--- src/rtl/core/vrb_pkg.sv ---
// shared constants, types and command/status structs for the voxel ray walker
package vrb_pkg;

  localparam int GRID_SIZE  = 16;
  localparam int BLOCK_BITS = 8;
  localparam int COORD_W    = $clog2(GRID_SIZE);
  localparam int CELL_AW    = 3 * COORD_W;
  localparam int CELLS      = GRID_SIZE * GRID_SIZE * GRID_SIZE;
  localparam int AXES       = 3;
  localparam int POS_W      = COORD_W + 2;
  localparam int DIST_W     = COORD_W + 1;
  localparam int MAG_W      = 16;
  localparam int NUM_W      = 9;
  localparam int PROD_W     = 29;
  localparam int NPROD      = 6;
  localparam int MIDX_W     = 3;
  localparam int MAXD_W     = 4;
  localparam int APB_AW     = 3;
  localparam int APB_DW     = 32;

  localparam logic [1:0] AX_X = 2'd0;
  localparam logic [1:0] AX_Y = 2'd1;
  localparam logic [1:0] AX_Z = 2'd2;

  // cross products n_a * |d_b|
  localparam logic [MIDX_W-1:0] P_XY = 3'd0;
  localparam logic [MIDX_W-1:0] P_YX = 3'd1;
  localparam logic [MIDX_W-1:0] P_XZ = 3'd2;
  localparam logic [MIDX_W-1:0] P_ZX = 3'd3;
  localparam logic [MIDX_W-1:0] P_YZ = 3'd4;
  localparam logic [MIDX_W-1:0] P_ZY = 3'd5;

  localparam logic [0:0] REG_MAX_DISTANCE = 1'b0;
  localparam logic [0:0] REG_AIR_CODE     = 1'b1;

  localparam logic [MAXD_W-1:0]     MAXD_RESET = 4'd5;
  localparam logic [BLOCK_BITS-1:0] AIR_RESET  = '0;

  localparam logic OP_WRITE = 1'b0;
  localparam logic OP_RAY   = 1'b1;

  typedef struct packed {
    logic               load;
    logic               wr_cell;
    logic               mul_en;
    logic [MIDX_W-1:0]  mul_idx;
    logic               step_en;
    logic               clr_we;
    logic [CELL_AW-1:0] clr_addr;
    logic               hit_we;
    logic               res_clear;
    logic               out_load;
  } cmd_t;

  typedef struct packed {
    logic exceed;
    logic next_in_grid;
    logic solid;
  } sts_t;

endpackage

--- src/rtl/core/vrb_regs.sv ---
// apb configuration registers: max_distance and air_code
module vrb_regs import vrb_pkg::*; (
  input  logic                  clk,
  input  logic                  rst,
  input  logic                  psel,
  input  logic                  penable,
  input  logic                  pwrite,
  input  logic [APB_AW-1:0]     paddr,
  input  logic [APB_DW-1:0]     pwdata,
  output logic [APB_DW-1:0]     prdata,
  output logic                  pready,
  output logic [MAXD_W-1:0]     max_distance,
  output logic [BLOCK_BITS-1:0] air_code
);

  logic wr;

  assign pready = 1'b1;
  assign wr     = psel & penable & pwrite;

  always_ff @(posedge clk) begin
    if (rst) begin
      max_distance <= MAXD_RESET;
      air_code     <= AIR_RESET;
    end else if (wr) begin
      case (paddr[2])
        REG_MAX_DISTANCE: max_distance <= pwdata[MAXD_W-1:0];
        REG_AIR_CODE:     air_code     <= pwdata[BLOCK_BITS-1:0];
        default: ;
      endcase
    end
  end

  always_comb begin
    case (paddr[2])
      REG_MAX_DISTANCE: prdata = {{(APB_DW-MAXD_W){1'b0}}, max_distance};
      REG_AIR_CODE:     prdata = {{(APB_DW-BLOCK_BITS){1'b0}}, air_code};
      default:          prdata = '0;
    endcase
  end

endmodule

--- config.mk ---
export PLATFORM = sky130hd
export DESIGN_NAME = vrb_regs
export DESIGN_NICKNAME = d
export VERILOG_FILES = /design/src/rtl/core/vrb_pkg.sv /design/src/rtl/core/vrb_regs.sv
export SDC_FILE = /design/constraint.sdc
export NUM_CORES = 1
export LEC_CHECK = 0
export ABC_AREA = 0
export BUFFER_PORTS_ARGS = -buffer_cell sky130_fd_sc_hd__buf_4
export CORE_ASPECT_RATIO = 2
export CORE_MARGIN = 2
export CORE_UTILIZATION = 31
export DETAILED_ROUTE_END_ITERATION = 10
export GPL_ROUTABILITY_DRIVEN = 0
export PLACE_DENSITY = 0.84
export SLEW_MARGIN = 0
export SYNTH_ARGS = -nofsm -noshare
export SYNTH_HDL_FRONTEND = slang
export SYNTH_SLANG_ARGS = --single-unit
--- constraint.sdc ---
create_clock -name clk -period 0.8 [get_ports clk]
set_clock_uncertainty 0.15 [all_clocks]
set_input_delay 0.04 -clock clk [delete_from_list [all_inputs] [get_ports clk]]
set_output_delay 0.04 -clock clk [all_outputs]
set_load 0.01 [all_outputs]
**Word-level counts from Yosys, hierarchy flattened**

Cells that the tools add are included.

- Add/sub/neg operators: 0
- Multipliers: 0
- Divide/modulo/power cells: 0
- $lt $le $gt $ge: 0
- Equality and inequality tests: 0
- Shifts and indexed selects: 0
- Mux-type cells: 1
- Bitwise logic cells: 3
- Reduce and logical (&&, ||, !) cells: 2

Operator list:

| kind | count |
|---|---|
| $pmux 32 s2 | 1 |
| $reduce_and 2->1 | 2 |
| $and 1x1->1 | 2 |
| $not 1->1 | 1 |

- Bits in registers: 12
- Bits in latches: 0
- Bits in writable memories: 0
- Bits in read-only memories: 0
- Input bits: 40
- Logic and storage cells: 8
- Memories: 0

**Logic depth before layout (Yosys ltp)**

Gate-level depths: netlist (run 1).

- Depth after elaboration: 3
- Depth in mapped cells: 4
- Mapped depth without buffers: 2

**Worst setup path before layout (run 1)**

Ideal clock, no wire load.

- Path kind: input to register
- From: input port paddr[2]
- To: register air_code[0]
- Arrival time: 625 ps
- Required time: 578 ps
- Path slack: -47 ps
- Stages on the path: 4
- Path buffers: 2
- Cell sequence: buf_6 > and4_4 > buf_12 > mux2i_1

- Word-level cells in the longest chain between the ends: 1

RTL lines:

| what | RTL line | RTL |
|---|---|---|
| start: declaration | vrb_regs.sv:8 | `input logic [APB_AW-1:0] paddr,` |
| $reduce_and 2->1 (no source line) | -- |  |
| end signal: assignment | vrb_regs.sv:28 | `REG_AIR_CODE: air_code <= pwdata[BLOCK_BITS-1:0];` |
| end: declaration | vrb_regs.sv:13 | `output logic [BLOCK_BITS-1:0] air_code` |

No other way between the ends.
A chain may end at the register's enable or synchronous reset.

**Worst setup path in the final report (run 1)**

- From: register max_distance[0]
- To: output port prdata[0]

- Word-level cells in the longest chain between the ends: 1

RTL lines:

| what | RTL line | RTL |
|---|---|---|
| start: declaration | vrb_regs.sv:12 | `output logic [MAXD_W-1:0] max_distance,` |
| start signal: assignment | vrb_regs.sv:27 | `REG_MAX_DISTANCE: max_distance <= pwdata[MAXD_W-1:0];` |
| $pmux 32 s2 | vrb_regs.sv:35 | `case (paddr[2])` |
| end: declaration | vrb_regs.sv:10 | `output logic [APB_DW-1:0] prdata,` |

No other way between the ends. The select of a mux whose other input is x is not followed.

==> run metrics, run 1 <==
result of the run=finished, violations left; violations in the final reports=hold timing, setup timing; placed cell areas=1060 um2; count of cell types in the netlist=13; DR iter-0 viols=9; die height=77.3 um; CTS H-tree depth=1; first-pass GRT wire length=2990 um; most common cell after layout, fill and taps aside=buf_6; Synth Cell Area=832 um2; Worst-Skew Late Latency=0.24 ns; clock buffer depth=2; diode insertion count for antenna repair=0; P_leak=0.000684 uW; buffer type at the clock tree root=clkbuf_8; Remaining DRCs=0; total grt overflow=0; Critical Path Sink=prdata[0]; Routed Wire Length=1950 um; remaining antenna violation count=0; synthesis warning total=0; Final Critical Period=1.15 ns; drt via density=4.24; GRT Overall Usage=13.4%; number of placed instances with taps included=153; Worst Path Arrival=0.96 ns; CP Max Fanout=2; area of the die=3140 um2; Reg-to-Reg Start=max_distance[1]$_SDFFE_PP0P_; Max Cap Violations=0; worst reg2reg path endpoint=max_distance[1]$_SDFFE_PP0P_; period utilisation layout=144%; FF-to-FF setup slack=-0.16 ns; layout cell share with drive strength beyond 1=59.4%; Placement Rows=26; drt pass-1 iters=4; class of the tightest hold or removal check=in -> reg; Floorplan Core Area=2540 um2; most frequent cells in the layout=35 x buf_6, 25 x conb_1, 18 x buf_4; smallest hold slack=-0.0886 ns; IO Port Bufs=33; capturing element type of the critical path=output pin; setup repair after global routing missed its margin=yes; largest net degree at the start of global routing=23; NumNets Final=179; horizontal die dimension=40.6 um; layout-stage area growth over the synthesis result=63.9%; startpoint of the most critical setup path=max_distance[0]$_SDFFE_PP1P_; final setup violation count=32; mean instance size in the synthesized netlist=9.56 um2; Hold Violations, Final=12; final worst slack=-0.353 ns; drt wl/cell=11.7 um; vias in the first global route=725; via count=704; Highest Clock Rate=0.867 GHz; category of the critical setup timing path=reg -> out; CP startpoint kind=flop; TritonCTS clock tree=yes; TritonCTS Sinks=12; cell count after synthesis=87; antenna violations before repair=0; clock transition time at the flip-flop clock pins of the worst setup and hold paths=0.05 ns; flip-flop and latch count after synthesis=12; Cell Count, Final, Fillers Out=166; power density over the cells=1190 nW/um2; data required time of the worst path=0.61 ns; I/O pin count=85; sequential share of the synthesized area=28.9%; number of cell instances on the worst register-to-register path=4; cell area after layout=1360 um2; count of pins over their slew limit=0; post-route setup TNS=-5.30 ns; Peak supply drop=0.766 mV; number of clock buffers inserted by TritonCTS=3; Initial Util=32.8%
-- stage by stage --
stage	hold slack [ns]	utilization (%)	power, uW	worst slack, ns
after global placement	0.148	41.7	901	-0.100
after CTS	-0.0860	52.6	1620	-0.349
after floorplan	0.0453	-	879	-0.0373
final	-0.0886	53.7	1630	-0.353
after global routing	-0.0701	53.7	1690	-0.367
after detailed placement	0.164	41.7	908	-0.169
-- layer usage --
layer	vias to the layer above	routed length [um]	share of wire, %	track usage, %
met5	-	0	0	0
met2	57	1090	56	23.7
met1	314	605	31	13.7
met4	0	44	2.3	6.33
met3	5	215	11	2.31
li1	328	-	-	-
-- repair_timing --
action                                 CTS  global route
endpoints found under the hold margin   12            10
setup endpoints to repair               28            32
setup buffers                            9             3
pin swaps                                0             1
gates resized for setup                 52            10
gates cloned                             0             0
-- sequential cells by signal (all words and copies together), names as in the netlist --
signal	flops
max_distance	4
air_code	8
-- cell type report --
class | count | area [um2]
clock buffer | 4 | 55.1
fill | 240 | 1170
multi-input combinational | 69 | 489
sequential | 12 | 255
tap | 28 | 35.0
timing repair buffer | 53 | 529
-- where the power goes --
part           switching (uW)  leakage (uW)  internal (uW)
logic                     157      0.000554            182
registers                9.70      0.000101            614
clock network             226     0.0000288            435
total                     394      0.000684           1230
-- cell families after synthesis --
logic type             after synthesis  share of synthesized area (%)
buffers and inverters               29                           27.2
other                                2                          0.903
muxes                               16                           19.8
DFF                                 12                           28.9
and+or+nand+nor                     28                           23.2
-- cell usage after synthesis --
master,number,area share [%]
nand2b_1,18,14
mux2i_1,12,14
and2_2,4,3.6
dfxtp_1,12,29
buf_6,1,1.4
buf_4,25,23
and4_4,1,1.4
buf_12,1,2.4
clkbuf_1,2,0.90
conb_1,2,0.90
nand4b_4,1,2.9
mux2_2,4,5.4
nor2_1,4,1.8
-- worst max-delay path: stages (launching register included) --
cell     delay [ns]
dfxtp_2        0.32
mux2_4         0.27
buf_6          0.12
-- how the worst min path moves through the flow --
stage                   start                            to  slack, ns  depth (start not counted)
floorplan           pwdata[4]      air_code[4]$_SDFFE_PP0P_       0.05                          2
global placement    pwdata[0]  max_distance[0]$_SDFFE_PP1P_       0.15                          3
detailed placement  pwdata[0]  max_distance[0]$_SDFFE_PP1P_       0.16                          3
CTS                 pwdata[0]  max_distance[0]$_SDFFE_PP1P_      -0.09                          3
global route        pwdata[5]      air_code[5]$_SDFFE_PP0P_      -0.07                          3
finish              pwdata[0]  max_distance[0]$_SDFFE_PP1P_      -0.09                          3
Note: power is estimated with default switching activity, not from simulation.
==> inputs of run 2 (changes only) <==
--- a/config.mk
+++ b/config.mk
@@ -8,10 +8,11 @@
 export ABC_AREA = 0
 export BUFFER_PORTS_ARGS = -buffer_cell sky130_fd_sc_hd__buf_4
 export CORE_ASPECT_RATIO = 2
-export CORE_MARGIN = 2
+export CORE_MARGIN = 10
 export CORE_UTILIZATION = 31
 export DETAILED_ROUTE_END_ITERATION = 10
 export GPL_ROUTABILITY_DRIVEN = 0
+export GPL_TIMING_DRIVEN = 0
 export PLACE_DENSITY = 0.84
 export SLEW_MARGIN = 0
 export SYNTH_ARGS = -nofsm -noshare
==> run 2 against run 1 <==
Against the previous run:
- the flow still finishes with violations (hold timing, setup timing)
- die area grew 68%
- sequential share of layout area shrank 2.4 points
- clock-buffer cell count shrank 1
- first-iteration DRC count grew 44%
- power shrank 0.52%
- combinational power grew 34%
- non-clock buffer count grew 24
- hold slack gained 0.010 ns
- final cell count grew 14%
- setup slack gained 0.016 ns
- sequential power is essentially flat
- global-route usage shrank 4.3 points
- critical path type unchanged
- critical endpoint unchanged
==> run metrics, run 2 (synthesis gave the netlist of run 1 again) <==
result of the run=finished, violations left; violations in the final reports=hold timing, setup timing; Floorplan Core Area=2570 um2 (+1.3%); category of the critical setup timing path=reg -> out; vias in the first global route=859 (+18%); data required time of the worst path=0.61 ns (about the same); Remaining DRCs=0 (unchanged); IO Port Bufs=32 (-3.0%); Worst-Skew Late Latency=0.24 ns (about the same); capturing element type of the critical path=output pin; area of the die=5280 um2 (+68%); P_leak=0.000817 uW (+19%); final setup violation count=32 (unchanged); count of pins over their slew limit=0 (unchanged); Hold Violations, Final=12 (unchanged); diode insertion count for antenna repair=0 (unchanged); Net Sw Power=403 uW (+2.4%); buffer type at the clock tree root=clkbuf_8; TritonCTS clock tree=yes; drt via density=4.05 (-4.6%); Placement Rows=26 (unchanged); NumNets Final=203 (+13%); register bank with the most flops=air_code; critical path buffer and inverter count=1 (unchanged); via count=765 (+8.7%); switching share of power=24.9% (+0.71 points); Routed Wire Length=2590 um (+33%); setup repair after global routing missed its margin=yes; largest registers=air_code: 8 flops, max_distance: 4 flops; number of clock buffers inserted by TritonCTS=3 (unchanged); Peak supply drop=0.774 mV (+1.0%); Final Critical Period=1.14 ns (-0.0161 ns); TritonCTS Sinks=12 (unchanged); layout cell share with drive strength beyond 1=66.5% (+7.0 points); combinational power share=28.1% (+7.2 points); drt pass-1 iters=4 (unchanged); CP Max Fanout=2 (unchanged); smallest hold slack=-0.0784 ns (+0.0102 ns); layout-stage area growth over the synthesis result=88.6%; period utilisation layout=142% (-2.0 points); minimum setup slack after placement=-0.162 ns (+0.00735 ns); Highest Clock Rate=0.880 GHz (+1.4%); class of the tightest hold or removal check=in -> reg; number of placed instances with taps included=170 (+11%); CP startpoint kind=flop; startpoint of the most critical setup path=max_distance[0]$_SDFFE_PP1P_; total internal power=1210 uW (-1.5%); max reg flops=8 (unchanged); Cell Count, Final, Fillers Out=189 (+14%); total grt overflow=0 (unchanged); Initial Util=32.4% (-0.42 points); clock transition time at the flip-flop clock pins of the worst setup and hold paths=0.05 ns (about the same); CTS H-tree depth=1 (unchanged); drt wl/cell=13.7 um (+17%); first-pass GRT wire length=4060 um (+36%); Worst Path Arrival=0.95 ns (about the same); clock buffer depth=2 (unchanged); antenna violations before repair=0 (unchanged); Reg-to-Reg Start=max_distance[2]$_SDFFE_PP1P_; crit path max-delay cell type=dfxtp_2; power density over the cells=1030 nW/um2 (-14%); sequential cell fraction of total power=38.6% (+0.2 points); final total power=1620 uW (-0.52%); final standard cell utilization of the core=61.1% (+7.3 points); CP delay by family, top=flip-flops; cells traversed along the worst timing path=mux2_4 -> buf_6; HPWL Detailed=2010 um; HP Start=pwdata[6]; most common cell after layout, fill and taps aside=buf_4; most frequent cells in the layout=38 x buf_4, 35 x buf_6, 25 x conb_1; I/O pin count=85 (unchanged); power share of the clock group=33.3% (-7.4 points); Max Cap Violations=0 (unchanged); largest net degree at the start of global routing=11 (-52%); final worst slack=-0.337 ns (+0.0161 ns); delay of the slowest critical-path stage=0.32 ns (about the same); GRT Overall Usage=9.12% (-4.3 points); remaining antenna violation count=0 (unchanged); horizontal die dimension=56.6 um (+39%); die height=93.3 um (+21%); DR iter-0 viols=13 (+4)
==> run 2: path summary, 6_finish.rpt <==
check,cells after the start,end,slack [ns]
max,2,prdata[0],-0.34
min reg2reg,3,air_code[4]$_SDFFE_PP0P_,0.44
max reg2reg,4,max_distance[2]$_SDFFE_PP1P_,-0.16
min,3,air_code[6]$_SDFFE_PP0P_,-0.08
==> run 2: metal layers <==
layer  wire length [um]  part of all wire (%)  GRT usage, %  up-vias
met2               1220                    47          15.0       52
li1                   -                     -             -      373
met4                 17                  0.66          1.81        0
met1                941                    36          9.32      336
met3                416                    16          6.23        4
met5                  0                     0             0        -
==> run 2: per-stage QoR <==
step	TNS (ns)	hold slack, ns	area (um2)
after floorplan	-0.330	0.0453	922
after global routing	-5.84	-0.0544	1570
after CTS	-4.76	-0.0748	1490
after global placement	-1.24	0.154	1200
after detailed placement	-1.82	0.172	1200
final	-5.00	-0.0784	1570
==> run 2: power groups by stage <==
stage                     Combinational (uW)  Clock, uW  Sequential, uW
after CTS                                421        534             623
after detailed placement                 359          0             634
after floorplan                          241          0             639
final                                    454        538             624
after global placement                   352          0             633
after global routing                     493        571             625
==> run 2: tightest hold or removal path, delay by kind of cell <==
| kind | cells | cell delay, ns |
|---|---|---|
| simple gates | 1 | 0.05 |
| mux | 1 | 0.06 |
| buf+inv | 1 | 0.11 |
==> run 2: cell type report <==
class                           instances  area, um2
Fill cell                             219       1000
Multi-Input combinational cell         69        515
Timing Repair Buffer                   48        492
Sequential cell                        12        255
Buffer                                 29        230
Clock buffer                            3       41.3
Tap cell                               28       35.0
==> run 2: repair_timing <==
| action | in CTS | in global routing |
|---|---|---|
| setup endpoints to repair | 23 | 32 |
| endpoints found under the hold margin | 12 | 10 |
| buffers inserted | 14 | 4 |
| resized for setup | 49 | 16 |
| pin swaps | 2 | 0 |
==> inputs of run 3 (changes only) <==
--- a/config.mk
+++ b/config.mk
@@ -6,7 +6,7 @@
 export NUM_CORES = 1
 export LEC_CHECK = 0
 export ABC_AREA = 0
-export BUFFER_PORTS_ARGS = -buffer_cell sky130_fd_sc_hd__buf_4
+export BUFFER_PORTS_ARGS = -buffer_cell sky130_fd_sc_hd__buf_2
 export CORE_ASPECT_RATIO = 2
 export CORE_MARGIN = 10
 export CORE_UTILIZATION = 31
==> run 3 against run 2 <==
Against the previous run:
- the run still ends with hold timing, setup timing left
- design area down 4.5%
- sequential share of layout area increased by 0.77 points
- sequential power about the same
- critical endpoint is now prdata[3]
- largest cell class unchanged
==> run metrics, run 3 (synthesis gave the netlist of run 1 again) <==
result of the run=finished, violations left; violations in the final reports=hold timing, setup timing; sequential cell area in the final layout=255 um2 (unchanged); Worst-Skew Late Latency=0.24 ns (about the same); number of placed instances with taps included=170 (unchanged); sequential cell fraction of total power=36.6% (-2.0 points); most frequent cells in the layout=31 x buf_6, 28 x buf_4, 25 x conb_1; setup repair after global routing missed its margin=yes; clock transition time at the flip-flop clock pins of the worst setup and hold paths=0.06 ns (about the same); Floorplan Core Area=2570 um2 (unchanged); Peak supply drop=0.771 mV (-0.38%); final worst slack=-0.348 ns (-0.0111 ns); I/O pin count=85 (unchanged); layout cell share with drive strength beyond 1=64.6% (-1.9 points); die height=93.3 um (unchanged); power share of the clock group=39.0% (+5.7 points); via count=741 (-3.1%); Highest Clock Rate=0.871 GHz (-0.97%); placed cell areas=1120 um2 (-6.7%); combinational power share=24.5% (-3.6 points); layout-stage area growth over the synthesis result=80.0%; remaining antenna violation count=0 (unchanged); NumNets Final=202 (-0.49%); max reg flops=8 (unchanged); drt wl/cell=12.7 um (-7.1%); Final Critical Period=1.15 ns (+0.0111 ns); Max Cap Violations=0 (unchanged); multi-input gate area in the final layout=485 um2 (-5.8%); clock buffer depth=2 (unchanged); TritonCTS clock tree=yes; Placement Rows=26 (unchanged); power density over the cells=1140 nW/um2 (+10%); IO Port Bufs=32 (unchanged); category of the critical setup timing path=reg -> out; horizontal die dimension=56.6 um (unchanged); GRT Overall Usage=8.64% (-0.48 points); smallest hold slack=-0.101 ns (-0.0226 ns); CTS H-tree depth=1 (unchanged); TritonCTS Sinks=12 (unchanged); data required time of the worst path=0.61 ns (about the same); Initial Util=32.4% (unchanged); Hold Violations, Final=12 (unchanged); cell area after layout=1500 um2 (-4.5%); Routed Wire Length=2410 um (-7.1%); CP Max Fanout=2 (unchanged); number of clock buffers inserted by TritonCTS=3 (unchanged); first-pass GRT wire length=3720 um (-8.3%); P_leak=0.000793 uW (-2.9%); CP startpoint kind=flop; total grt overflow=0 (unchanged); capturing element type of the critical path=output pin; Net Sw Power=415 uW (+3.0%); Worst Path Arrival=0.96 ns (about the same); total internal power=1290 uW (+6.2%); class of the tightest hold or removal check=in -> reg; buffer type at the clock tree root=clkbuf_8; Cell Count, Final, Fillers Out=189 (unchanged); switching share of power=24.4% (-0.56 points); Remaining DRCs=0 (unchanged); diode insertion count for antenna repair=0 (unchanged); largest registers=air_code: 8 flops, max_distance: 4 flops; DR iter-0 viols=10 (-3); count of fill cells added during filler insertion=220 (+0.46%); period utilisation layout=143% (+1.4 points); count of pins over their slew limit=0 (unchanged); drt pass-1 iters=4 (unchanged); antenna violations before repair=0 (unchanged); largest net degree at the start of global routing=11 (unchanged); drt via density=3.92 (-3.1%); final setup violation count=30 (-6.3%); most common cell after layout, fill and taps aside=buf_6; register bank with the most flops=air_code; vias in the first global route=805 (-6.3%); area of the die=5280 um2 (unchanged)
-- run 3: metal layers --
layer / routed length (um) / vias to the layer above / share of wire (%) / global-route usage [%]
li1: - / 373 / - / -
met1: 969 / 314 / 40 / 8.88
met2: 1060 / 52 / 44 / 13.2
met3: 364 / 2 / 15 / 6.37
met4: 17 / 0 / 0.71 / 3.02
met5: 0 / - / 0 / 0
-- run 3: timing repair --
item | in CTS | in global routing
endpoints found under the setup margin | 20 | 28
pin swaps | 1 | 0
gates resized for setup | 38 | 17
buffers inserted | 12 | 4
endpoints found under the hold margin | 12 | 12
-- run 3: power groups by stage --
stage	Combinational (uW)	Clock [uW]	Sequential, uW
detailed placement	327	0	634
CTS	384	685	622
global route	455	712	624
floorplan	241	0	639
finish	417	664	623
global placement	324	0	633
-- run 3: worst max-delay path, cell delays in order, from the launching register on --
cell	delay, ns
dfxtp_2	0.33
mux2_4	0.26
buf_6	0.12
-- run 3: worst paths after layout --
path | start | endpoint | slack (ns) | cells past startpoint
max | air_code[3]$_SDFFE_PP0P_ | prdata[3] | -0.35 | 2
min | pwdata[6] | air_code[6]$_SDFFE_PP0P_ | -0.10 | 3
max reg2reg | air_code[5]$_SDFFE_PP0P_ | air_code[5]$_SDFFE_PP0P_ | -0.16 | 4
min reg2reg | max_distance[1]$_SDFFE_PP0P_ | max_distance[1]$_SDFFE_PP0P_ | 0.33 | 2
-- run 3: area by class of cell --
class | count | share of cell area, %
plain buffers | 29 | 15.4
clock buffers | 4 | 3.68
multi-input cells | 69 | 32.4
flip-flops and latches | 12 | 17.0
well taps | 28 | 2.34
repair buffers | 47 | 29.2
-- run 3: stage by stage --
stage / TNS, ns / utilization [%] / worst slack (ns) / total power [uW] / hold slack (ns)
2_1_floorplan: -0.330 / - / -0.0373 / 879 / 0.0453
3_3_place_gp: -1.54 / 43.5 / -0.124 / 957 / 0.154
3_5_place_dp: -1.85 / 43.5 / -0.145 / 961 / 0.164
4_1_cts: -4.78 / 55.1 / -0.349 / 1690 / -0.105
5_1_grt: -5.66 / 58.3 / -0.369 / 1790 / -0.0821
6_report: -4.80 / 58.3 / -0.348 / 1700 / -0.101
