==> src/rtl/core/vrb_pkg.sv <==
// shared constants, types and command/status structs for the voxel ray walker
package vrb_pkg;

  localparam int GRID_SIZE  = 16;
  localparam int BLOCK_BITS = 8;
  localparam int COORD_W    = $clog2(GRID_SIZE);
  localparam int CELL_AW    = 3 * COORD_W;
  localparam int CELLS      = GRID_SIZE * GRID_SIZE * GRID_SIZE;
  localparam int AXES       = 3;
  localparam int POS_W      = COORD_W + 2;
  localparam int DIST_W     = COORD_W + 1;
  localparam int MAG_W      = 16;
  localparam int NUM_W      = 9;
  localparam int PROD_W     = 29;
  localparam int NPROD      = 6;
  localparam int MIDX_W     = 3;
  localparam int MAXD_W     = 4;
  localparam int APB_AW     = 3;
  localparam int APB_DW     = 32;

  localparam logic [1:0] AX_X = 2'd0;
  localparam logic [1:0] AX_Y = 2'd1;
  localparam logic [1:0] AX_Z = 2'd2;

  // cross products n_a * |d_b|
  localparam logic [MIDX_W-1:0] P_XY = 3'd0;
  localparam logic [MIDX_W-1:0] P_YX = 3'd1;
  localparam logic [MIDX_W-1:0] P_XZ = 3'd2;
  localparam logic [MIDX_W-1:0] P_ZX = 3'd3;
  localparam logic [MIDX_W-1:0] P_YZ = 3'd4;
  localparam logic [MIDX_W-1:0] P_ZY = 3'd5;

  localparam logic [0:0] REG_MAX_DISTANCE = 1'b0;
  localparam logic [0:0] REG_AIR_CODE     = 1'b1;

  localparam logic [MAXD_W-1:0]     MAXD_RESET = 4'd5;
  localparam logic [BLOCK_BITS-1:0] AIR_RESET  = '0;

  localparam logic OP_WRITE = 1'b0;
  localparam logic OP_RAY   = 1'b1;

  typedef struct packed {
    logic               load;
    logic               wr_cell;
    logic               mul_en;
    logic [MIDX_W-1:0]  mul_idx;
    logic               step_en;
    logic               clr_we;
    logic [CELL_AW-1:0] clr_addr;
    logic               hit_we;
    logic               res_clear;
    logic               out_load;
  } cmd_t;

  typedef struct packed {
    logic exceed;
    logic next_in_grid;
    logic solid;
  } sts_t;

endpackage

==> src/rtl/core/vrb_ctrl.sv <==
// sequencer: grid clear, setup multiplies, dda step and cell check, result handoff
module vrb_ctrl import vrb_pkg::*; (
  input  logic clk,
  input  logic rst,
  input  logic in_valid,
  output logic in_ready,
  input  logic op,
  output logic out_valid,
  input  logic out_ready,
  input  sts_t sts,
  output cmd_t cmd
);

  typedef enum logic [5:0] {
    S_CLEAR = 6'b000001,
    S_IDLE  = 6'b000010,
    S_MUL   = 6'b000100,
    S_STEP  = 6'b001000,
    S_CHECK = 6'b010000,
    S_DONE  = 6'b100000
  } state_t;

  state_t             state, state_next;
  logic [CELL_AW-1:0] clr_cnt;
  logic [MIDX_W-1:0]  mul_idx;
  logic               out_free;

  assign out_free = ~out_valid | out_ready;
  assign in_ready = (state == S_IDLE);

  always_comb begin
    cmd          = '0;
    cmd.clr_addr = clr_cnt;
    cmd.mul_idx  = mul_idx;
    state_next   = state;
    case (state)
      S_CLEAR: begin
        cmd.clr_we = 1'b1;
        if (&clr_cnt) state_next = S_IDLE;
      end
      S_IDLE: begin
        if (in_valid) begin
          if (op == OP_WRITE) begin
            cmd.wr_cell   = 1'b1;
            cmd.res_clear = 1'b1;
            state_next    = S_DONE;
          end else begin
            cmd.load   = 1'b1;
            state_next = S_MUL;
          end
        end
      end
      S_MUL: begin
        cmd.mul_en = 1'b1;
        if (mul_idx == P_ZY) state_next = S_STEP;
      end
      S_STEP: begin
        cmd.step_en = 1'b1;
        if (sts.exceed) begin
          cmd.res_clear = 1'b1;
          state_next    = S_DONE;
        end else if (sts.next_in_grid) begin
          state_next = S_CHECK;
        end
      end
      S_CHECK: begin
        if (sts.solid) begin
          cmd.hit_we = 1'b1;
          state_next = S_DONE;
        end else begin
          state_next = S_STEP;
        end
      end
      S_DONE: begin
        if (out_free) begin
          cmd.out_load = 1'b1;
          state_next   = S_IDLE;
        end
      end
      default: state_next = S_IDLE;
    endcase
  end

  always_ff @(posedge clk) begin
    if (rst) begin
      state     <= S_CLEAR;
      clr_cnt   <= '0;
      mul_idx   <= '0;
      out_valid <= 1'b0;
    end else begin
      state <= state_next;
      if (cmd.clr_we) clr_cnt <= clr_cnt + 1'b1;
      if (cmd.load) mul_idx <= P_XY;
      else if (cmd.mul_en) mul_idx <= mul_idx + 1'b1;
      if (cmd.out_load) out_valid <= 1'b1;
      else if (out_ready) out_valid <= 1'b0;
    end
  end

endmodule

==> config.mk <==
export PLATFORM = sky130hd
export DESIGN_NAME = vrb_ctrl
export DESIGN_NICKNAME = d
export VERILOG_FILES = /design/src/rtl/core/vrb_pkg.sv /design/src/rtl/core/vrb_ctrl.sv
export SDC_FILE = /design/constraint.sdc
export NUM_CORES = 1
export LEC_CHECK = 0
export BUFFER_PORTS_ARGS = -buffer_cell sky130_fd_sc_hd__buf_4
export CAP_MARGIN = 5
export CORE_UTILIZATION = 53
export CTS_CLUSTER_DIAMETER = 120
export DETAILED_ROUTE_END_ITERATION = 10
export PLACE_DENSITY = 0.87
export SYNTH_ARGS = -nofsm -noshare
export SYNTH_HDL_FRONTEND = slang
export SYNTH_SLANG_ARGS = --single-unit
export TNS_END_PERCENT = 5
==> constraint.sdc <==
create_clock -name clk -period 4.9 [get_ports clk]
set_input_delay 0.245 -clock clk [delete_from_list [all_inputs] [get_ports clk]]
set_output_delay 0.245 -clock clk [all_outputs]
set_load 0.03 [all_outputs]
# After elaboration in Yosys (flattened, before gate mapping)
# Index checks and enable logic that the tools add are counted.
totals:
  register_bits: 22
  word_cells: 49
classes:
  n_mux: 25
  bitwise_logic: 2
  add_sub_neg: 2
  eq_ne: 12
  n_reduce_logical: 4
op_table:
  columns: ["operator", "n"]
  rows:
  - ["two-way mux 6 bit", 8]
  - ["one-hot mux 6 bit (6 select lines)", 1]
  - ["two-way mux 1 bit", 13]
  - ["adder 12 x 1 -> 12 bit (second input constant)", 1]
  - ["AND reduction 12 bit", 1]
  - ["!= test 2 bit (second input constant)", 4]
  - ["== test 6 x 1 -> 1 bit (second input constant)", 1]
  - ["== test 6 x 2 -> 1 bit (second input constant)", 1]
  - ["== test 6 x 3 -> 1 bit (second input constant)", 1]
  - ["== test 6 x 4 -> 1 bit (second input constant)", 1]
  - ["== test 6 x 5 -> 1 bit (second input constant)", 1]
  - ["== test 6 bit (second input constant)", 1]
  - ["AND reduction 5 bit", 1]
  - ["two-way mux 2 bit", 2]
  - ["adder 3 x 1 -> 3 bit (second input constant)", 1]
  - ["== test 3 bit (second input constant)", 1]
  - ["!= test 3 bit (second input constant)", 1]
  - ["one-hot mux 1 bit (2 select lines)", 1]
  - ["nonzero test 2 bit", 1]
  - ["OR reduction 2 bit", 1]
  - ["inverter 1 bit", 1]
  - ["bitwise OR 1 bit", 1]

# Depth between registers and ports, before layout
# Gate-level depths: netlist of run 1.
logic_depth:
  ltp_word: 5
  depth_mapped: 7
  mapped_depth_nobuf: 7

# Worst setup path before layout of run 1
# OpenSTA, ideal clock, no wires.
synth_path:
  path_type: "reg2out"
  startpoint: "register state[2]"
  endpoint: "output cmd[1] (netlist bit)"
  t_arrival_ps: 2310
  slack_ps: 2345
  path_stages_with_launch: 6
  n_path_buf: 0
  t_required_ps: 4655
  cell_sequence: "dfxtp_1 or4_4 or3b_4 inv_1 nand2_1 o21ai_0"
synth_rtl:
  columns: ["item", "line", "source"]
  rows:
  - ["start, declared", "vrb_ctrl.sv:23", "state_t state, state_next;"]
  - ["start signal, assigned", "vrb_ctrl.sv:91", "state <= state_next;"]
  - ["end, declared", "vrb_ctrl.sv:11", "output cmd_t cmd"]

==> summary.txt, run 1 <==
Synthesis
  – Synth Flop Type: dfxtp_1
  – Post-synthesis mux area share: 0%
  – Synthesized net count: 138
  – Top cells by count, synth: 22 x dfxtp_1, 20 x nor2_1, 12 x nand2_1, 10 x nand3_1, 9 x xor2_1
  – Largest cells by area after synthesis: dfxtp_1 41%, xor2_1 7.4%, nor2_1 7.1%
  – Top-count cell post-synth: dfxtp_1
  – Post-synth top area share: 41.5%
  – Post-Syn Instances: 127
  – Synth Area per Inst: 8.36 µm²
  – Post-synth top area cell: dfxtp_1
  – Synth Area in XOR/XNOR: 10.7%
  – Yosys reg bits: 22
  – Asr flop ratio synth: 0%
  – Register area share after synthesis: 41.5%
  – Synth Area in Compound Gates: 6.36%
  – Post-synth cell types: 35
  – Post-synth EDFFs: 0
  – Post-Synth Adder-Cell Area: 3.53%
  – Simple-Gate Fraction of Synth Area: 34.7%
  – Netlist Area Pre-Place: 1060 µm²
  – Synth warn: 0
  – Largest family of logic cells by synthesized area: simple AND/OR/NAND/NOR gates

Detailed routing
  – Routed length per placed instance: 12.4 µm
  – Initial DRC count: 27
  – Via count: 1021
  – Drt pass-1 iters: 4
  – Final antenna-violating net count: 0
  – Via/cell ratio: 5.49
  – WL final: 2.32 mm
  – Remaining DRCs: 0

STA
  – Tmin final: 2.43 ns
  – Slew HR: 42.5%
  – RSZ-0062 raised after global routing: no
  – Clock Skews: 0.00312 ns
  – Final hold vios: 0
  – Sum Neg Setup Slack: 0 ns
  – Worst slew pin tran: 0.854 ns
  – Setup violations, final: 0
  – Fmax: 412 MHz
  – Slew Viols, Final: 0
  – Final period util: 49.6%

Pwr
  – Cell leakage power: 0.000621 µW
  – Worst vdd ir: 298 µV
  – PD cells: 300 nW/µm²

Worst setup path
  – CP max-delay cell: or4_4
  – Worst Path Required: 4.66 ns
  – Max stage delay on crit path: 0.56 ns
  – FF-to-FF setup slack: 2.92 ns
  – Crit path DAT: 2.18 ns
  – CP Max Fanout: 4
  – Critical Path, Cell by Cell: or4_4, or3b_4, inv_1, nand2_1, o21ai_0, buf_4
  – Worst setup SP type: flop
  – Crit end category: output port
  – R2R depth: 5
  – Crit Path Class: flop to output port

Global routing
  – First-pass GRT wire length: 3.57 mm
  – Vias in the first global route: 882
  – Global route total overflow: 0
  – Initial antenna violation count: 0
  – Largest net degree at the start of global routing: 20
  – Global-route usage over all layers: 22.8%

Placed design
  – GP Congestion: 0.860
  – Post-DP Area: 1330 µm²
  – DP HPWL: 1.67 mm
  – PortBufs: 32

CTS
  – CTS Sinks: 22
  – Worst-path clk slew: 0.12 ns
  – Root Buffer: clkbuf_4
  – H-tree depth: 1
  – Worst-Skew Late Latency: 0.31 ns
  – Post-CTS Resized: 0
  – Post-CTS Setup Inserts: 0
  – CTS Hold Bufs: 0
  – CTS tree: done
  – CTS buffer count: 3
  – CTS max path bufs: 2

Layout
  – Design Area, Final: 1380 µm²
  – Area growth syn-to-layout: 29.8%
  – Filler instances: 139
  – Total Nets Final: 173
  – # diodes: 0
  – Layout cells sized above 1: 26.7%

Hold path
  – HP Class: input pin to flop
  – WHS Path Cells: 2

Floorplanning
  – Starting density of the core: 59.0%
  – Io pins: 33
  – Die Span Y: 46.8 µm
  – Placeable Area: 1800 µm²
  – Die W: 46.8 µm
  – Die area: 2190 µm²
  – # rows: 15

Outcome
  – Outcome: complete, no violations

Flow run
  – Max-cap viol count: 0
[kinds of logic after synthesis]
group,count (synthesis)
AND/OR/NAND/NOR,69
flip-flops,22
XOR/XNOR,13
AO/OA/AOI/OAI,11
buffers and inverters,9
adder cells (fa/ha/maj),3
[worst paths after layout]
path,startpoint,end
worst max-delay path,state[2]$_SDFFE_PP0P_,cmd[1]
worst min-delay path,sts[2],state[4]$_SDFFE_PP0P_
worst max register to register,state[0]$_SDFFE_PP1P_,state[3]$_SDFFE_PP0P_
worst min register to register,clr_cnt[1]$_SDFFE_PP0P_,clr_cnt[1]$_SDFFE_PP0P_
[metal layers]
metal / track usage (%) / vias up / wire length [µm]
li1: - / 500 / -
met1: 28.5 / 480 / 1000
met2: 37.5 / 37 / 1180
met3: 3.85 / 4 / 113
met4: 12.6 / 0 / 21
met5: 0 / - / 0
[through the flow]
stage	total power, µW	util, %	cells	hold WS [ns]	setup slack (ns)
floorplan	252	-	127	0.322	2.34
finish	414	76.5	186	0.129	2.47
global placement	276	73.6	182	0.434	2.90
detailed placement	278	73.6	182	0.432	2.83
CTS	416	76.5	186	0.118	2.47
global route	432	76.5	186	0.109	2.35
[final cells by class]
type	instances	area (µm²)	share of cell area [%]
well taps	25	31.3	2.27
repair buffers	32	240	17.4
multi-input cells	96	588	42.6
clock inverters	1	30.0	2.18
flip-flops and latches	22	440	31.9
inverters	7	26.3	1.91
clock buffers	3	22.5	1.63
[critical path, delay by kind of cell (launching register included)]
| kind | cells | cell delay [ns] |
|---|---|---|
| buffers and inverters | 2 | 0.28 |
| AOI/OAI and AO/OA | 1 | 0.15 |
| and+or+nand+nor | 3 | 1.06 |
| DFF | 1 | 0.36 |
[power breakdown]
group / switching (µW) / internal (µW)
combinational: 47.2 / 30.5
sequential: 10.1 / 187
clock: 55.8 / 82.7
[registers in the layout (all words and copies together) (netlist names)]
name and cells:
mul_idx 3, clr_cnt 12, state 6, out_valid 1
[cells in the final DEF (no fill, tap or decap), drive strengths merged, types with 2 or more instances in the layout]
cell    instances
a211oi          2
buf            32
xor2            9
dfxtp          22
xnor2           4
nand3          10
nor2           20
ha              3
clkbuf          3
nand4           3
inv             6
and3            2
a21oi           4
nor2b           5
or2             2
nor4            5
or4             2
o21ai           2
nand2          13
(Power assumes the default switching activity.)
==> run 2, diff against run 1 <==
ABC_AREA = 1   (was default)
CORE_UTILIZATION = 52   (was 53)
PLACE_DENSITY = 0.84   (was 0.87)
clock period = 2.3 ns   (was 4.9 ns; I/O delays follow)
==> run 2 against run 1 <==
Compared with the run above:
- final area grew 13%
- total power grew to 3.4 times the previous value
- sequential share of layout area shrank 3.7 points
- cell count grew 31%
- sequential power grew to 2.5 times the previous value
- non-clock buffer count is the same
- critical path type is now flop to flop
- largest power group is now combinational cells
- highest routed layer unchanged
==> summary.txt, run 2 <==
Outcome
  – Outcome: complete, no violations (unchanged)

CTS
  – CTS buffer count: 3 (unchanged)
  – Worst-Skew Late Latency: 0.29 ns (was 0.31 ns)
  – Worst-path clk slew: 0.12 ns (about the same)
  – Post-CTS Setup Inserts: 0 (unchanged)
  – Root Buffer: clkbuf_4 (unchanged)
  – CTS max path bufs: 2 (unchanged)
  – CTS Sinks: 22 (unchanged)
  – CTS tree: done (unchanged)
  – H-tree depth: 1 (unchanged)
  – CTS Hold Bufs: 0 (unchanged)
  – Post-CTS Resized: 0 (unchanged)

STA
  – Final period util: 72.8%
  – Setup violations, final: 0 (unchanged)
  – RSZ-0062 raised after global routing: no (unchanged)
  – Slew HR: 75.2% (was 42.5%)
  – Fmax: 597 MHz
  – Clock Skews: 0.000962 ns (was 0.00312 ns)
  – Slew Viols, Final: 0 (unchanged)
  – Tmin final: 1.67 ns
  – Sum Neg Setup Slack: 0 ns (unchanged)
  – Final hold vios: 0 (unchanged)
  – Worst slew pin tran: 0.371 ns (was 0.854 ns)

Layout
  – Layout cells sized above 1: 25.5% (was 26.7%)
  – Area growth syn-to-layout: 23.0% (was 29.8%)
  – Biggest registers after layout: clr_cnt: 12 flops, state: 6 flops, mul_idx: 3 flops (unchanged)
  – Most frequent cells in the layout: 38 x nand2_1, 32 x buf_4, 29 x nor2_1, 25 x inv_1, 22 x dfxtp_1 (was 32 x buf_4, 22 x dfxtp_1, 20 x nor2_1, 12 x nand2_1, 10 x nand3_1)
  – Post-layout util: 69.2% (was 76.5%)
  – Total Nets Final: 228 (was 173)
  – Biggest register: clr_cnt (unchanged)
  – Finished Layout Cells: 244 (was 186)
  – # diodes: 0 (unchanged)
  – Largest register FFs: 12 (unchanged)
  – Most common cell after layout, fill and taps aside: nand2_1 (was buf_4)
  – Filler instances: 194 (was 139)

Floorplanning
  – Io pins: 33 (unchanged)
  – Starting density of the core: 56.3% (was 59.0%)
  – Die area: 2640 µm² (was 2190 µm²)
  – Die Span Y: 51.4 µm (was 46.8 µm)
  – Placeable Area: 2250 µm² (was 1800 µm²)
  – # rows: 17 (was 15)
  – Die W: 51.4 µm (was 46.8 µm)

Worst setup path
  – Crit end category: flop (was output port)
  – Reg2reg start: clr_cnt[0]$_SDFFE_PP0P_ (was state[0]$_SDFFE_PP1P_)
  – Worst setup SP type: flop (unchanged)
  – Critical R2R Capture: state[3]$_SDFFE_PP0P_ (unchanged)
  – Buf+Inv Stages, Crit Path: 1 (was 2)
  – Cell family with most CP delay: simple AND/OR/NAND/NOR gates (unchanged)
  – R2R depth: 10 (was 5)
  – CP Max Fanout: 6 (was 4)
  – Worst Path Required: 2.50 ns (was 4.66 ns)
  – Critical Path, Cell by Cell: ha_1, inv_1, nor2_1, nand3_1, nand2_1, nand2_2, nor2_4, nand3_1, nand2_1, nor2_1 (was or4_4, or3b_4, inv_1, nand2_1, o21ai_0, buf_4)
  – Max stage delay on crit path: 0.41 ns (was 0.56 ns)
  – Crit path DAT: 1.88 ns (was 2.18 ns)
  – Crit Path Class: flop to flop (was flop to output port)
  – CP max-delay cell: dfxtp_1 (was or4_4)
  – FF-to-FF setup slack: 0.63 ns (was 2.92 ns)

Detailed routing
  – Via count: 1257 (was 1021)
  – Final antenna-violating net count: 0 (unchanged)
  – Drt pass-1 iters: 4 (unchanged)
  – Routed length per placed instance: 11.3 µm (was 12.4 µm)
  – WL final: 2.76 mm (was 2.32 mm)
  – Initial DRC count: 25 (was 27)
  – Remaining DRCs: 0 (unchanged)
  – Via/cell ratio: 5.15 (was 5.49)

Global routing
  – Vias in the first global route: 1153 (was 882)
  – Largest net degree at the start of global routing: 14 (was 20)
  – Initial antenna violation count: 0 (unchanged)
  – Global-route usage over all layers: 23.2% (was 22.8%)
  – Global route total overflow: 0 (unchanged)
  – First-pass GRT wire length: 4.69 mm (was 3.57 mm)

Synthesis
  – Asr flop ratio synth: 0% (unchanged)
  – Top cells by count, synth: 38 x nand2_1, 29 x nor2_1, 25 x inv_1, 22 x dfxtp_1, 14 x a21oi_1 (was 22 x dfxtp_1, 20 x nor2_1, 12 x nand2_1, 10 x nand3_1, 9 x xor2_1)
  – Post-synth top area share: 34.7% (was 41.5%)
  – Synthesized net count: 194 (was 138)
  – Largest cells by area after synthesis: dfxtp_1 35%, nand2_1 11%, nor2_1 8.6% (was dfxtp_1 41%, xor2_1 7.4%, nor2_1 7.1%)
  – Post-Syn Instances: 183 (was 127)
  – Post-synth cell types: 29 (was 35)
  – Post-synth top area cell: dfxtp_1 (unchanged)
  – Synth Area per Inst: 6.93 µm² (was 8.36 µm²)
  – Netlist Area Pre-Place: 1270 µm² (was 1060 µm²)
  – Top-count cell post-synth: nand2_1 (was dfxtp_1)
  – Synth Flop Type: dfxtp_1 (unchanged)
  – Register area share after synthesis: 34.7% (was 41.5%)
  – Synth warn: 0 (unchanged)
  – Yosys reg bits: 22 (unchanged)
  – Post-synth EDFFs: 0 (unchanged)

Placed design
  – Placed cell count: 240 (was 182)
  – PortBufs: 32 (unchanged)
  – GP Congestion: 0.890 (was 0.860)
  – DP HPWL: 2.19 mm (was 1.67 mm)

Hold path
  – WHS Path Cells: 2 (unchanged)
  – HP Class: input pin to flop (unchanged)
  – Hold path startpoint: rst (was sts[2])
  – Worst Hold Path EP: clr_cnt[6]$_SDFFE_PP0P_ (was state[4]$_SDFFE_PP0P_)

Flow run
  – Max-cap viol count: 0 (unchanged)

Pwr
  – PD cells: 903 nW/µm² (was 300 nW/µm²)
  – Cell leakage power: 0.000759 µW (was 0.000621 µW)
  – Worst vdd ir: 771 µV (was 298 µV)
## run 2: layer usage
metal	wire [µm]	global-route usage [%]
met5	0	0
met4	16	6.31
met3	101	2.68
met2	1450	45.9
met1	1190	25.4
## run 2: final cells by class
cell class	instances	area, µm²	share of cell area (%)
multi-input cells	131	707	45.3
flip-flops and latches	22	440	28.2
repair buffers	32	240	15.4
inverters	27	101	6.50
clock buffers	4	36.3	2.33
well taps	28	35.0	2.25
## run 2: kinds of logic after synthesis
group | share of synthesized area, %
simple gates | 40.5
xor+xnor | 2.76
flops | 34.7
buf+inv | 9.57
fa+ha+maj | 2.96
compound gates | 9.47
## run 2: worst max-delay path by stage
stage / slack, ns / startpoint / depth (start not counted) / to
floorplan: 0.51 / state[4]$_SDFFE_PP0P_ / 5 / cmd[1]
global placement: 0.80 / clr_cnt[0]$_SDFFE_PP0P_ / 10 / state[3]$_SDFFE_PP0P_
detailed placement: 0.68 / clr_cnt[0]$_SDFFE_PP0P_ / 10 / state[3]$_SDFFE_PP0P_
CTS: 0.62 / clr_cnt[0]$_SDFFE_PP0P_ / 10 / state[3]$_SDFFE_PP0P_
global route: 0.46 / clr_cnt[0]$_SDFFE_PP0P_ / 10 / state[3]$_SDFFE_PP0P_
finish: 0.63 / clr_cnt[0]$_SDFFE_PP0P_ / 10 / state[3]$_SDFFE_PP0P_
## run 2: through the flow
stage               area [µm²]  hold WS (ns)  setup slack [ns]  power (µW)
floorplan                 1270         0.291             0.512        1050
global placement          1520         0.362             0.802        1170
detailed placement        1520         0.366             0.676        1200
CTS                       1560        0.0441             0.625        1410
global route              1560        0.0338             0.456        1500
finish                    1560        0.0413             0.625        1410
## run 2: power by group
group / switching, µW / leakage (µW) / total [µW] / internal (µW)
Sequential: 60.0 / 0.000179 / 499 / 439
Combinational: 478 / 0.000559 / 700 / 223
Clock: 113 / 0.0000210 / 209 / 96.3
Total: 650 / 0.000759 / 1410 / 758
==> run 3, diff against run 2 <==
ABC_AREA = 0   (was 1)
CORE_UTILIZATION = 49   (was 52)
PLACE_DENSITY = 0.82   (was 0.84)
clock period = 1.62 ns   (was 2.3 ns; I/O delays follow)
==> run 3 against run 2 <==
Compared with the run above:
- the flow now finishes with violations (negative setup slack)
- total power fell by 10%
- critical path type is now flop to output port
- non-clock buffer count rose by 29
- highest routed layer unchanged
- clock power rose by 51%
==> summary.txt, run 3 (synthesized netlist as in run 1, its figures left out) <==
Outcome
  – Outcome: finished, violations left (was complete, no violations)
  – Failing checks: negative setup slack

Placed design
  – GP Congestion: 0.899 (was 0.890)
  – Placed cell count: 209 (was 240)
  – DP HPWL: 1.98 mm (was 2.19 mm)
  – Post-DP Area: 1550 µm² (was 1520 µm²)
  – PortBufs: 32 (unchanged)

Detailed routing
  – WL final: 3.26 mm (was 2.76 mm)
  – Routed length per placed instance: 15.0 µm (was 11.3 µm)
  – Initial DRC count: 54 (was 25)
  – Remaining DRCs: 0 (unchanged)
  – Via/cell ratio: 5.49 (was 5.15)
  – Final antenna-violating net count: 0 (unchanged)
  – Drt pass-1 iters: 4 (unchanged)
  – Via count: 1191 (was 1257)

Floorplanning
  – Starting density of the core: 53.1% (was 56.3%)
  – Die W: 48.6 µm (was 51.4 µm)
  – Die area: 2360 µm² (was 2640 µm²)
  – # rows: 16 (was 17)
  – Placeable Area: 2000 µm² (was 2250 µm²)
  – Die Span Y: 48.6 µm (was 51.4 µm)
  – Io pins: 33 (unchanged)

Pwr
  – Cell leakage power: 0.000775 µW (was 0.000759 µW)
  – PD cells: 738 nW/µm² (was 903 nW/µm²)
  – Worst vdd ir: 552 µV (was 771 µV)

Layout
  – Finished Layout Cells: 217 (was 244)
  – Most common cell after layout, fill and taps aside: buf_4 (was nand2_1)
  – # diodes: 0 (unchanged)
  – Filler instances: 109 (was 194)
  – Most frequent cells in the layout: 53 x buf_4, 19 x dfxtp_1, 18 x nor2_1, 11 x nand2_1 (was 38 x nand2_1, 32 x buf_4, 29 x nor2_1, 25 x inv_1, 22 x dfxtp_1)
  – Design Area, Final: 1720 µm² (was 1560 µm²)
  – Largest register FFs: 12 (unchanged)
  – Layout cells sized above 1: 45.8% (was 25.5%)
  – Area growth syn-to-layout: 61.7% (was 23.0%)
  – Total Nets Final: 202 (was 228)
  – Biggest registers after layout: clr_cnt: 12 flops, state: 6 flops, mul_idx: 3 flops (unchanged)
  – Biggest register: clr_cnt (unchanged)

STA
  – Fmax: 464 MHz
  – Slew HR: 80.9% (was 75.2%)
  – Slew Viols, Final: 0 (unchanged)
  – Hold Worst Slack: 0.0681 ns (was 0.0413 ns)
  – RSZ-0062 raised after global routing: yes (was no)
  – Setup ws final: -0.533 ns (was 0.625 ns)
  – Final period util: 133%
  – Clock Skews: 0.00248 ns (was 0.000962 ns)
  – Final hold vios: 0 (unchanged)
  – Tmin final: 2.15 ns
  – Sum Neg Setup Slack: -7.01 ns (was 0 ns)
  – Worst slew pin tran: 0.286 ns (was 0.371 ns)
  – Setup violations, final: 28 (was 0)

Worst setup path
  – Crit Path Class: flop to output port (was flop to flop)
  – Buf+Inv Stages, Crit Path: 2 (was 1)
  – Crit end category: output port (was flop)
  – Critical Path, Cell by Cell: or4_4, or3b_4, clkinvlp_4, nand2_4, o21ai_4, buf_6 (was ha_1, inv_1, nor2_1, nand3_1, nand2_1, nand2_2, nor2_4, nand3_1, nand2_1, nor2_1)
  – CP max-delay cell: or4_4 (was dfxtp_1)
  – FF-to-FF setup slack: -0.38 ns (was 0.63 ns)
  – CP Max Fanout: 3 (was 6)
  – Max stage delay on crit path: 0.53 ns (was 0.41 ns)
  – Cell family with most CP delay: simple AND/OR/NAND/NOR gates (unchanged)
  – Worst setup SP type: flop (unchanged)
  – Worst Path Required: 1.54 ns (was 2.50 ns)
  – Crit path DAT: 2.07 ns (was 1.88 ns)

Flow run
  – Max-cap viol count: 0 (unchanged)

CTS
  – Root Buffer: clkbuf_4 (unchanged)
  – Worst-path clk slew: 0.12 ns (about the same)
  – CTS max path bufs: 2 (unchanged)
  – CTS Sinks: 22 (unchanged)
  – CTS tree: done (unchanged)
  – H-tree depth: 1 (unchanged)
  – CTS buffer count: 3 (unchanged)
  – Worst-Skew Late Latency: 0.32 ns (was 0.29 ns)

Global routing
  – First-pass GRT wire length: 5.11 mm (was 4.69 mm)
  – Initial antenna violation count: 0 (unchanged)
  – Global route total overflow: 0 (unchanged)
  – Global-route usage over all layers: 27.9% (was 23.2%)
  – Largest net degree at the start of global routing: 20 (was 14)
  – Vias in the first global route: 1167 (was 1153)

Hold path
  – HP Class: input pin to flop (unchanged)
## run 3: cell count changes in the layout (fill, tap and decap cells not counted), sizes merged, moves of 8 or more
cell	previous run	this run
a21oi	14	4
xor2	1	9
nor2	38	20
nand2	43	13
buf	32	60
inv	27	5
## run 3: where the power goes
group | internal (µW) | total [µW] | switching [µW]
sequential | 566 | 587 | 20.7
clock | 138 | 315 | 177
combinational | 170 | 366 | 196
total | 874 | 1270 | 393
## run 3: what timing repair did
item                       in CTS  in global routing
pin swaps                       8                  5
setup endpoints to repair      28                 30
hold endpoints to repair        1                  0
hold buffers                    1                  0
setup buffers                   2                  1
resized for setup              17                  6
## run 3: worst paths after layout
check / start / to / cells past startpoint
worst max register to register: state[5]$_SDFFE_PP0P_ / clr_cnt[11]$_SDFFE_PP0P_ / 8
worst max-delay path: state[5]$_SDFFE_PP0P_ / cmd[1] / 6
worst min register to register: mul_idx[1]$_SDFFE_PP0P_ / mul_idx[1]$_SDFFE_PP0P_ / 2
worst min-delay path: sts[1] / state[3]$_SDFFE_PP0P_ / 4
## run 3: stage by stage
step                      setup WS (ns)  power [µW]  utilization [%]
after floorplan                  -0.256         764                -
after global placement           -0.185         901             77.6
after detailed placement         -0.212         911             77.6
after CTS                        -0.518        1240             84.1
after global routing             -0.581        1310             85.8
final                            -0.533        1270             85.8
## run 3: area by class of cell
type                       count  area [µm²]  share of cell area (%)
timing repair buffer          61         487                    28.3
inverter                       7        37.5                    2.18
clock buffer                   4        36.3                    2.11
sequential                    22         444                    25.9
tap                           27        33.8                    1.97
multi-input combinational     96         679                    39.5
## run 3: worst min-delay path, cell delays in order
cell and delay, ns:
buf_4 0.07, nor2_1 0.03, nand3_1 0.08, a21oi_1 0.08
## run 3: routing by layer
metal / share of wire (%) / track usage, % / wire, µm / up-vias
li1: - / - / - / 557
met1: 41 / 31.3 / 1330 / 570
met2: 52 / 51.2 / 1680 / 55
met3: 5.4 / 3.77 / 176 / 9
met4: 2.2 / 14.2 / 72 / 0
met5: 0 / 0 / 0 / -
